### src/hdl/scanline_sample_unpacker_macros.svh
// Assertion macros used by the top level of the scan-line sample unpacker.
`ifndef SCANLINE_SAMPLE_UNPACKER_MACROS_SVH
`define SCANLINE_SAMPLE_UNPACKER_MACROS_SVH

// Same-cycle implication, checked out of reset.
`define SSU_CHECK_NOW(label, clk, rst_n, ante, cons, msg) \
    label: assert property (@(posedge clk) disable iff (!(rst_n)) (ante) |-> (cons)) \
        else $error(msg);

// Next-cycle implication, checked out of reset.
`define SSU_CHECK_NEXT(label, clk, rst_n, ante, cons, msg) \
    label: assert property (@(posedge clk) disable iff (!(rst_n)) (ante) |=> (cons)) \
        else $error(msg);

`endif

### src/hdl/ssu_pkg.sv
// Types and constants of the scan-line sample unpacker.
package ssu_pkg;

    // Configuration register indexes.
    typedef enum logic [0:0] {
        CFG_PACKING_MODE = 1'b0,
        CFG_PLANAR_WIDTH = 1'b1
    } t_cfg_index;

    localparam int unsigned CFG_DATA_W = 13;

    // Sample sizes in bits.
    localparam logic [4:0] PACKED_BITS = 5'd10;
    localparam logic [4:0] PLANAR_BITS = 5'd16;

    // Planar width handling.
    localparam logic [12:0] WIDTH_DEFAULT = 13'd2048;
    localparam logic [12:0] WIDTH_MAX     = 13'd4096;

    localparam logic [13:0] CLIP_VALUE = 14'h3fff;

    // One result item as it leaves the unpacking core.
    typedef struct packed {
        logic        valid;
        logic [13:0] sample_value;
        logic [2:0]  channel_index;
        logic [11:0] pixel_index;
        logic        line_last;
    } t_result;

endpackage

### src/hdl/ssu_core.sv
// Unpacking core: bit store, skip and position counters, sample conditioning.
module ssu_core
    import ssu_pkg::*;
#(
    parameter int unsigned PACKED_PIXELS = 2048,
    parameter int unsigned SKIP_SAMPLES  = 15,
    parameter int unsigned CHANNELS      = 5
) (
    input  logic          i_clk,
    input  logic          i_rst_n,
    input  logic          i_step,
    input  logic [7:0]    i_data_byte,
    input  logic          i_line_start,
    input  logic          i_packing_mode,
    input  logic [12:0]   i_planar_width,
    output t_result       o_result,
    output logic          o_line_done
);

    logic [15:0] r_holder, n_holder;
    logic [3:0]  r_held,   n_held;
    logic [3:0]  r_skip,   n_skip;
    logic [2:0]  r_ch,     n_ch;
    logic [12:0] r_px,     n_px;
    logic        r_done,   n_done;

    logic [15:0] eff_holder;
    logic [3:0]  eff_held;
    logic [3:0]  eff_skip;
    logic [2:0]  eff_ch;
    logic [12:0] eff_px;
    logic        eff_done;

    logic        planar;
    logic [4:0]  size;
    logic [4:0]  held_sum;
    logic [4:0]  rem;
    logic [23:0] acc;
    logic [23:0] shifted;
    logic [15:0] raw;
    logic [15:0] keep_mask;
    logic [12:0] width;
    logic [12:0] pix_limit;
    logic [3:0]  ch_next;
    logic [12:0] px_next;
    logic [13:0] cond;

    always_comb begin
        // A line start clears the position before this byte is used.
        eff_holder = i_line_start ? 16'd0 : r_holder;
        eff_held   = i_line_start ? 4'd0  : r_held;
        eff_skip   = i_line_start ? 4'(SKIP_SAMPLES) : r_skip;
        eff_ch     = i_line_start ? 3'd0  : r_ch;
        eff_px     = i_line_start ? 13'd0 : r_px;
        eff_done   = i_line_start ? 1'b0  : r_done;

        planar   = i_packing_mode;
        size     = planar ? PLANAR_BITS : PACKED_BITS;
        held_sum = {1'b0, eff_held} + 5'd8;
        rem      = held_sum - size;
        acc      = {eff_holder, i_data_byte};
        shifted  = acc >> rem;
        raw      = planar ? shifted[15:0] : {6'd0, shifted[9:0]};
        keep_mask = (16'd1 << rem) - 16'd1;

        if (i_planar_width == 13'd0) begin
            width = WIDTH_DEFAULT;
        end else if (i_planar_width > WIDTH_MAX) begin
            width = WIDTH_MAX;
        end else begin
            width = i_planar_width;
        end
        pix_limit = planar ? width : 13'(PACKED_PIXELS);
        ch_next   = {1'b0, eff_ch} + 4'd1;
        px_next   = eff_px + 13'd1;

        // Negative values never occur in the stream; a set top bit reads as zero.
        if (raw[15]) begin
            cond = 14'd0;
        end else if (raw[14]) begin
            cond = CLIP_VALUE;
        end else begin
            cond = raw[13:0];
        end

        n_holder = r_holder;
        n_held   = r_held;
        n_skip   = r_skip;
        n_ch     = r_ch;
        n_px     = r_px;
        n_done   = r_done;
        o_result = '0;

        if (i_step) begin
            n_holder = eff_holder;
            n_held   = eff_held;
            n_skip   = eff_skip;
            n_ch     = eff_ch;
            n_px     = eff_px;
            n_done   = eff_done;
            if (!eff_done) begin
                if (held_sum < size) begin
                    n_holder = acc[15:0];
                    n_held   = held_sum[3:0];
                end else begin
                    n_holder = acc[15:0] & keep_mask;
                    n_held   = rem[3:0];
                    if (!planar && eff_skip != 4'd0) begin
                        n_skip = eff_skip - 4'd1;
                    end else if (eff_px >= pix_limit || {1'b0, eff_ch} >= 4'(CHANNELS)) begin
                        n_done = 1'b1;
                    end else begin
                        o_result.valid         = 1'b1;
                        o_result.sample_value  = cond;
                        o_result.channel_index = eff_ch;
                        o_result.pixel_index   = eff_px[11:0];
                        if (planar) begin
                            if (px_next >= width) begin
                                n_px = 13'd0;
                                if (ch_next >= 4'(CHANNELS)) begin
                                    n_done             = 1'b1;
                                    o_result.line_last = 1'b1;
                                end else begin
                                    n_ch = ch_next[2:0];
                                end
                            end else begin
                                n_px = px_next;
                            end
                        end else begin
                            if (ch_next >= 4'(CHANNELS)) begin
                                n_ch = 3'd0;
                                n_px = px_next;
                                if (px_next >= 13'(PACKED_PIXELS)) begin
                                    n_done             = 1'b1;
                                    o_result.line_last = 1'b1;
                                end
                            end else begin
                                n_ch = ch_next[2:0];
                            end
                        end
                    end
                end
            end
        end
    end

    always_ff @(posedge i_clk) begin
        if (!i_rst_n) begin
            r_holder <= 16'd0;
            r_held   <= 4'd0;
            r_skip   <= 4'd0;
            r_ch     <= 3'd0;
            r_px     <= 13'd0;
            r_done   <= 1'b1;
        end else begin
            r_holder <= n_holder;
            r_held   <= n_held;
            r_skip   <= n_skip;
            r_ch     <= n_ch;
            r_px     <= n_px;
            r_done   <= n_done;
        end
    end

    assign o_line_done = r_done;

endmodule

### src/hdl/scanline_sample_unpacker.sv
// Top level of the scan-line sample unpacker: handshakes, configuration, checks.
//
// Usage. Scan-data bytes come in one per item on i_data_byte, with i_line_start
// set on the first byte of each line. Each byte yields zero or one conditioned
// sample item on the output channel, tagged with its channel, pixel and a flag
// on the final sample of the line. Both channels use valid and stall: an item
// moves at a clock edge where valid is high and stall is low.
// The path has two register stages, the input register and the output register.
// A byte taken into the input register is unpacked by the core when the output
// register can advance, and its sample is loaded into the output register.
// Throughput is one byte per cycle while the receiver does not stall; the core
// updates the bit store and position counters for each byte as it steps.
// When the receiver stalls, the held sample stays put and the input register
// can still take one more byte; only when both are full does o_stall rise.
// Configuration (packing mode, planar width) must be written by the user through the
// plain write port only while the block is idle; the block does not enforce this.
// Synchronous reset empties both registers, restores the register defaults
// (packed mode, width 2048) and leaves the core idle until a line start.
`include "scanline_sample_unpacker_macros.svh"

module scanline_sample_unpacker
    import ssu_pkg::*;
#(
    parameter int unsigned PACKED_PIXELS = 2048,
    parameter int unsigned SKIP_SAMPLES  = 15,
    parameter int unsigned CHANNELS      = 5
) (
    input  logic                  i_clk,
    input  logic                  i_rst_n,
    // Configuration write port.
    input  logic                  i_cfg_we,
    input  logic [0:0]            i_cfg_index,
    input  logic [CFG_DATA_W-1:0] i_cfg_data,
    // Byte input channel.
    input  logic                  i_valid,
    output logic                  o_stall,
    input  logic [7:0]            i_data_byte,
    input  logic                  i_line_start,
    // Sample output channel.
    output logic                  o_valid,
    input  logic                  i_stall,
    output logic [13:0]           o_sample_value,
    output logic [2:0]            o_channel_index,
    output logic [11:0]           o_pixel_index,
    output logic                  o_line_last
);

    // Configuration registers.
    logic        r_packing_mode;
    logic [12:0] r_planar_width;

    // Input register.
    logic        r_in_valid;
    logic [7:0]  r_in_byte;
    logic        r_in_start;

    // Output register.
    logic        r_out_valid;
    t_result     r_out;

    logic        advance;
    logic        in_load;
    logic        core_step;
    logic        core_line_done;
    t_result     core_result;

    // The output register may be refilled when empty or when its item leaves now.
    assign advance   = !r_out_valid || !i_stall;
    assign core_step = r_in_valid && advance;
    assign in_load   = !r_in_valid || advance;
    assign o_stall   = !in_load;

    always_ff @(posedge i_clk) begin
        if (!i_rst_n) begin
            r_packing_mode <= 1'b0;
            r_planar_width <= WIDTH_DEFAULT;
        end else if (i_cfg_we) begin
            case (i_cfg_index)
                CFG_PACKING_MODE: r_packing_mode <= i_cfg_data[0];
                CFG_PLANAR_WIDTH: r_planar_width <= i_cfg_data[12:0];
                default: ;
            endcase
        end
    end

    always_ff @(posedge i_clk) begin
        if (!i_rst_n) begin
            r_in_valid <= 1'b0;
        end else if (in_load) begin
            r_in_valid <= i_valid;
        end
    end

    always_ff @(posedge i_clk) begin
        if (in_load) begin
            r_in_byte  <= i_data_byte;
            r_in_start <= i_line_start;
        end
    end

    ssu_core #(
        .PACKED_PIXELS (PACKED_PIXELS),
        .SKIP_SAMPLES  (SKIP_SAMPLES),
        .CHANNELS      (CHANNELS)
    ) u_core (
        .i_clk          (i_clk),
        .i_rst_n        (i_rst_n),
        .i_step         (core_step),
        .i_data_byte    (r_in_byte),
        .i_line_start   (r_in_start),
        .i_packing_mode (r_packing_mode),
        .i_planar_width (r_planar_width),
        .o_result       (core_result),
        .o_line_done    (core_line_done)
    );

    always_ff @(posedge i_clk) begin
        if (!i_rst_n) begin
            r_out_valid <= 1'b0;
        end else if (advance) begin
            r_out_valid <= core_result.valid;
        end
    end

    always_ff @(posedge i_clk) begin
        if (advance) begin
            r_out <= core_result;
        end
    end

    assign o_valid         = r_out_valid;
    assign o_sample_value  = r_out.sample_value;
    assign o_channel_index = r_out.channel_index;
    assign o_pixel_index   = r_out.pixel_index;
    assign o_line_last     = r_out.line_last;

    // The final sample of a line is only shown once the core has gone idle.
    `SSU_CHECK_NOW(a_last_ends_line, i_clk, i_rst_n, o_valid && o_line_last,
        core_line_done, "last sample shown while the core is still in a line")

    // Stalling the sender only happens with a byte waiting in the input register.
    `SSU_CHECK_NOW(a_stall_needs_byte, i_clk, i_rst_n, o_stall,
        r_in_valid && r_out_valid, "input stalled without both registers full")

    // A shown sample always names a channel that exists.
    `SSU_CHECK_NOW(a_channel_range, i_clk, i_rst_n, o_valid,
        {1'b0, o_channel_index} < 4'(CHANNELS), "channel index out of range")

    // An accepted byte lands in the input register.
    `SSU_CHECK_NEXT(a_accept_lands, i_clk, i_rst_n, i_valid && !o_stall,
        r_in_valid, "accepted byte missing from the input register")

endmodule
### config.mk
export PLATFORM = sky130hd
export DESIGN_NAME = scanline_sample_unpacker
export DESIGN_NICKNAME = d
export VERILOG_FILES = /design/src/hdl/ssu_pkg.sv /design/src/hdl/ssu_core.sv /design/src/hdl/scanline_sample_unpacker.sv
export VERILOG_INCLUDE_DIRS = /design/src /design/src/hdl
export SDC_FILE = /design/constraint.sdc
export NUM_CORES = 1
export LEC_CHECK = 0
export BUFFER_PORTS_ARGS = -buffer_cell sky130_fd_sc_hd__clkbuf_2
export CAP_MARGIN = 25
export CORE_MARGIN = 2
export CORE_UTILIZATION = 50
export CTS_CLUSTER_SIZE = 25
export DETAILED_ROUTE_END_ITERATION = 8
export PLACE_DENSITY = 0.67
export SYNTH_ARGS = -nofsm -noshare
export SYNTH_HDL_FRONTEND = slang
export SYNTH_SLANG_ARGS = --single-unit
### constraint.sdc
create_clock -name i_clk -period 13.1 [get_ports i_clk]
set_input_delay 2.62 -clock i_clk [delete_from_list [all_inputs] [get_ports i_clk]]
set_output_delay 2.62 -clock i_clk [all_outputs]
set_load 0.03 [all_outputs]
==> flow_metrics.py, run 1 <==
metrics = {
    "status": {
        "outcome": "completed",
    },
    "sta": {
        "period_needed_ps": 6095,
        "tightest_slew_ps": 995.3,
        "hold_slack_ps": 453.0,
        "final-setup-viol-count": 0,
        "max-slew-margin-rel_pct": 33.58,
        "fmax_ghz": 0.1641,
        "finalCritPeriodShare_pct": 46.52,
        "rsz0062_at_grt": "false",
        "fin_skew_ps": 7.386,
        "hold_viol_final": 0,
        "maxSlewViolCount": 0,
        "totalNegativeSetupSlack_ps": 0,
    },
    "synthesis": {
        "ys_seq_elements": 96,
        "syn_area_per_cell_um2": 8.417,
        "synth_edf_count": 39,
        "seq_area_frac_synth_pct": 34.73,
        "synthMuxAreaShare_pct": 6.766,
        "synth_top_area_share_pct": 17.59,
        "syn_nets": 856,
        "synth_cell_types": 78,
        "async_flop_share_pct": 0,
        "netlist_instances": 791,
        "synth_top_family_by_area": "simple AND/OR/NAND/NOR gates",
        "synth-compound-area-share_pct": 21.31,
        "synthXorXnorAreaFrac_pct": 2.349,
        "synth-simple-area-share_pct": 22.82,
        "synthTopCellsByArea": "edfxtp_1 18%, dfxtp_1 17%, ha_1 6.8%, nand2_1 6.7%, a21oi_1 5.2%",
        "yosys_warnings": 0,
        "synth_common_cells": "119 x nand2_1, 69 x a21oi_1, 66 x nor2_1",
        "synth_top_area_cell": "edfxtp_1",
        "syn_area_mm2": 0.006658,
        "synth-main-ff-cell": "dfxtp_1",
        "synthAdderAreaFrac_pct": 7.066,
        "post-synth-top-count-cell": "nand2_1",
    },
    "grt": {
        "grt_usage_pct": 24.57,
        "top_usage_layer": "met1",
        "grtUsageMet1_pct": 36.98,
        "antenna_found_initial": 0,
        "grt_pass1_wl_um": 28230,
        "grt_max_degree": 67,
        "grt_overflow": 0,
        "met3_usage_pct": 3.496,
        "grt_pass1_vias": 5446,
        "met2_usage_pct": 35.74,
    },
    "place": {
        "dp_hpwl_um": 12360,
        "routabilityCongestion": 0.8909,
        "place_area_mm2": 0.007008,
        "portBuffers": 59,
    },
    "die": {
        "die_area_mm2": 0.01425,
        "initial_utilization_pct": 50.68,
        "dieHeight_um": 119.4,
        "num_rows": 42,
        "core_area_mm2": 0.01314,
        "die_x_um": 119.4,
        "num_io_pins": 60,
    },
    "worst_setup_path": {
        "cp_slowest_cell": "nand3_1",
        "arrival_ps": 3470,
        "cp.required_ps": 10480,
        "path_cells": "clkbuf_2 -> nand3_1 -> inv_1 -> clkbuf_2",
        "worst_setup_path_end_kind": "output pin",
        "crit_top_cell": "clkbuf_2",
        "path_class": "input port to output pin",
        "crit_fanout": 10,
        "slowest_delay_ps": 360,
        "cp-start-kind": "input port",
    },
    "cts": {
        "cts_sinks": 96,
        "post_cts_buffers": 0,
        "cts_resized": 0,
        "cts_tree": "yes",
        "hold_buffers": 0,
        "clock_tree.root_cell": "clkbuf_16",
        "cts_made_buffers": 9,
        "cts_max_level": 3,
        "insertion_delay_ps": 350,
        "clk_pin_slew_ps": 70,
        "cts.path.max_buffers": 2,
    },
    "detailed_routing": {
        "drc_errors": 0,
        "dr.pass1.iters": 6,
        "wl_per_cell_um": 17.39,
        "drt_iter0_drc": 589,
        "vias": 6078,
        "routed_wl_um": 17320,
        "antenna_left": 0,
        "post_drt_via_cell_ratio": 6.102,
    },
    "power_and_ir_drop": {
        "p_leak_uw": 0.002907,
        "power.density_mw_per_mm2": 94.94,
        "peakVddDrop_uv": 49.17,
    },
    "cells_and_area": {
        "layout-drive-gt1-share_pct": 14.15,
        "nets": 881,
        "antenna_cells": 0,
        "areaGrowthSynthToFinish_pct": 9.848,
        "final_util_pct": 55.67,
        "fillers": 1248,
        "fin_area_mm2": 0.007313,
    },
    "flow_run": {
        "maxCapViolCount": 0,
    },
    "min_path": {
        "hp-class": "register to register",
    },
}
[where the power goes]
group / internal, uW / switching (uW)
Clock: 158 / 118
Combinational: 31.9 / 63.7
Sequential: 316 / 7.44
Total: 505 / 189
[layout by cell type, fill, tap and decap left out, drive strengths merged, types with 3 or more instances in the layout]
master,netlist,routed
nand2,119,119
buf,20,9
a21o,6,6
clkbuf,34,69
o21a,6,6
mux4,10,10
and3,7,7
mux2,4,4
xor2,5,5
o22ai,6,6
and2,12,12
edfxtp,39,39
nor3,11,11
nor2b,16,16
o21ai,35,35
nand3,32,32
ha,36,36
nor2,67,67
a31oi,14,14
a22oi,5,5
mux2i,18,18
o311ai,4,4
a211o,3,3
nand4,10,10
dfxtp,57,57
a21oi,71,71
o31a,3,3
a32oi,8,8
xnor2,12,12
a32o,3,3
nand2b,21,21
nor4,6,6
o31ai,4,4
inv,26,26
o211ai,12,12
a211oi,11,11
[path summary, 6_finish.rpt]
kind / startpoint / to / slack [ps] / depth (start not counted)
setup / recovery: i_stall / o_stall / 7010 / 4
hold / removal: u_core.r_px[7] / u_core.r_px[7] / 450 / 2
setup reg to reg: r_in_start / u_core.r_ch[1] / 8660 / 16
hold reg to reg: u_core.r_px[7] / u_core.r_px[7] / 450 / 2
[kinds of logic after synthesis]
family / count (synthesis)
AND/OR/NAND/NOR: 314
flip-flops: 96
XOR/XNOR: 17
multiplexers: 32
adder cells (fa/ha/maj): 37
AO/OA/AOI/OAI: 215
buffers and inverters: 80
[critical path, delay by kind of cell]
family / cells / cell delay [ps]
buf+inv: 3 / 490
simple gates: 1 / 360
[registers in the layout, indices dropped and copies added, names as in the netlist]
register            flops
o_line_last             1
o_channel_index         3
u_core.r_ch             3
o_valid                 1
r_in_valid              1
u_core.r_px            13
u_core.o_line_done      1
o_pixel_index          12
u_core.r_skip           4
r_packing_mode          1
r_in_start              1
o_sample_value         14
r_in_byte               8
u_core.r_holder        16
u_core.r_held           4
r_planar_width         13
[metrics by stage]
stage          worst slack [ps]  power, uW  instances
2_1_floorplan              7270      396.2        791
3_3_place_gp               7017      419.9        981
3_5_place_dp               6950      422.6        981
4_1_cts                    6945      693.5        996
5_1_grt                    6872      717.8        996
6_report                   7005      694.3        996
[routing by layer]
metal	wire, um	vias up	part of all wire, %
li1	-	2927	-
met1	8048	2864	46
met2	7531	260	43
met3	1381	27	8.0
met4	356	0	2.1
met5	0	-	0
[area by class of cell]
cell class | instances | area, um2 | area share (%)
inverter | 26 | 97.59 | 1.334
timing repair buffer | 68 | 362.8 | 4.962
multi-input combinational | 615 | 4015 | 54.90
sequential | 96 | 2312 | 31.62
tap | 176 | 220.2 | 3.011
clock buffer | 10 | 250.2 | 3.422
clock inverter | 5 | 55.05 | 0.7528
(Power assumes the default switching activity.)
==> inputs of run 2 (changes only) <==
==> constraint.sdc (replaced) <==
create_clock -name i_clk -period 6.2 [get_ports i_clk]
set_input_delay 1.24 -clock i_clk [delete_from_list [all_inputs] [get_ports i_clk]]
set_output_delay 1.24 -clock i_clk [all_outputs]
set_load 0.03 [all_outputs]
==> run 2 against run 1 <==
  * Clock skew about the same
  * Cell count up 0.30%
  * Sequential power up 110%
==> flow_metrics.py, run 2 (synthesized netlist as in run 1, its figures left out) <==
metrics = {
    "status": {
        "outcome": "completed",
    },
    "cts": {
        "cts_resized": 0,
        "hold_buffers": 0,
        "post_cts_buffers": 0,
        "cts_max_level": 3,
        "insertion_delay_ps": 350,
        "cts_sinks": 96,
        "clock_tree.root_cell": "clkbuf_16",
        "cts.path.max_buffers": 2,
        "clk_pin_slew_ps": 70,
        "cts_tree": "yes",
        "cts_made_buffers": 9,
    },
    "sta": {
        "maxSlewViolCount": 0,
        "tightest_slew_ps": 824.2,
        "final-setup-viol-count": 0,
        "timing.final.ws_setup_ps": 1908,
        "fin_skew_ps": 7.492,
        "totalNegativeSetupSlack_ps": 0,
        "finalCritPeriodShare_pct": 69.23,
        "max-slew-margin-rel_pct": 44.63,
        "period_needed_ps": 4292,
        "hold_slack_ps": 462.3,
        "fmax_ghz": 0.2330,
        "hold_viol_final": 0,
        "rsz0062_at_grt": "false",
    },
    "die": {
        "die_area_mm2": 0.01425,
        "initial_utilization_pct": 50.68,
        "core_area_mm2": 0.01314,
        "num_rows": 42,
        "num_io_pins": 60,
        "die_x_um": 119.4,
        "dieHeight_um": 119.4,
    },
    "worst_setup_path": {
        "arrival_ps": 4590,
        "r2r_cells": 15,
        "crit_fanout": 23,
        "path_cells": "nand2b_1 -> inv_1 -> ha_1 -> nand2_1 -> nor4_4 -> nand4_2 -> xnor2_2 -> ha_1 -> nand2_1 -> o21ai_1 -> nor4_1 -> a21oi_2 -> nand2_1 -> or4_1 -> nand3_1",
        "r2r-end": "u_core.r_ch[1]",
        "worst_setup_path_end_kind": "register",
        "cp-start-kind": "register",
        "r2r-start": "r_in_start",
        "worst-path-buf-inv": 1,
        "r2r_setup_slack_ps": 1910,
        "crit_top_cell": "nand2_1",
        "cp.required_ps": 6490,
        "cp_slowest_cell": "edfxtp_1",
        "crit_family": "simple AND/OR/NAND/NOR gates",
        "slowest_delay_ps": 700,
        "path_class": "register to register",
    },
    "cells_and_area": {
        "largest_register_ffs": 16,
        "final_util_pct": 55.98,
        "layout-drive-gt1-share_pct": 14.34,
        "final_cell_mix": "119 x nand2_1, 69 x a21oi_1, 66 x nor2_1",
        "largest-register": "u_core.r_holder",
        "layout_commonest_cell": "nand2_1",
        "antenna_cells": 0,
        "nets": 883,
        "areaGrowthSynthToFinish_pct": 10.47,
    },
    "detailed_routing": {
        "antenna_left": 0,
        "routed_wl_um": 17640,
        "drc_errors": 0,
        "wl_per_cell_um": 17.66,
        "post_drt_via_cell_ratio": 6.031,
        "vias": 6025,
        "drt_iter0_drc": 504,
        "dr.pass1.iters": 5,
    },
    "power_and_ir_drop": {
        "peakVddDrop_uv": 139.1,
        "power.density_mw_per_mm2": 203.9,
        "p_leak_uw": 0.002932,
    },
    "place": {
        "routabilityCongestion": 0.9161,
        "dp_hpwl_um": 13060,
        "pre_cts_ws_ps": 2011,
        "portBuffers": 59,
    },
    "min_path": {
        "whs_endpoint": "u_core.r_held[3]",
        "hp-class": "register to register",
        "hold_path.startpoint": "u_core.r_held[3]",
        "whs_path_depth": 2,
    },
    "flow_run": {
        "maxCapViolCount": 0,
    },
    "grt": {
        "grt_pass1_wl_um": 28690,
        "grt_usage_pct": 25.19,
        "antenna_found_initial": 0,
        "grt_pass1_vias": 5501,
        "grt_max_degree": 48,
        "grt_overflow": 0,
    },
}
## run 2: cell count changes in the layout (fill, tap and decap cells not counted)
cell        delta
buf_4          +2
bufinv_16      +1
clkbuf_1       +1
clkinvlp_4     -1
## run 2: how the worst max path moves through the flow
stage,startpoint,end,cells after the start
2_1_floorplan,r_in_start,u_core.r_holder[6],20
3_3_place_gp,r_in_start,u_core.r_ch[1],15
3_5_place_dp,r_in_start,u_core.r_ch[1],15
4_1_cts,r_in_start,u_core.r_ch[1],15
5_1_grt,r_in_start,u_core.r_ch[1],15
6_report,r_in_start,u_core.r_ch[1],15
## run 2: final cells by class
class | instances | area [um2]
multi-input combinational | 615 | 4015
timing repair buffer | 70 | 377.9
clock inverter | 5 | 77.57
inverter | 26 | 97.59
fill | 1247 | 5783
sequential | 96 | 2312
clock buffer | 11 | 254.0
tap | 176 | 220.2
## run 2: report_power, final
part / internal [uW] / switching [uW]
clock: 377 / 238
combinational: 68.0 / 133
sequential: 667 / 18.2
## run 2: per-layer routing
| metal | GRT usage [%] | vias up | routed length (um) |
|---|---|---|---|
| li1 | - | 2943 | - |
| met1 | 37.91 | 2830 | 8695 |
| met2 | 36.96 | 234 | 7393 |
| met3 | 4.837 | 18 | 1341 |
| met4 | 6.691 | 0 | 211 |
| met5 | 0 | - | 0 |
## run 2: tightest hold or removal path, cell delays in order, from the launching register on
cell     delay (ps)
dfxtp_1         310
nand2_1          50
a21oi_1          50
## run 2: stage by stage
stage | instance area [um2] | total power, uW | cells
2_1_floorplan | 6658 | 837.0 | 791
4_1_cts | 7355 | 1500 | 999
3_3_place_gp | 7023 | 891.4 | 983
3_5_place_dp | 7023 | 894.4 | 983
5_1_grt | 7355 | 1554 | 999
6_report | 7355 | 1500 | 999
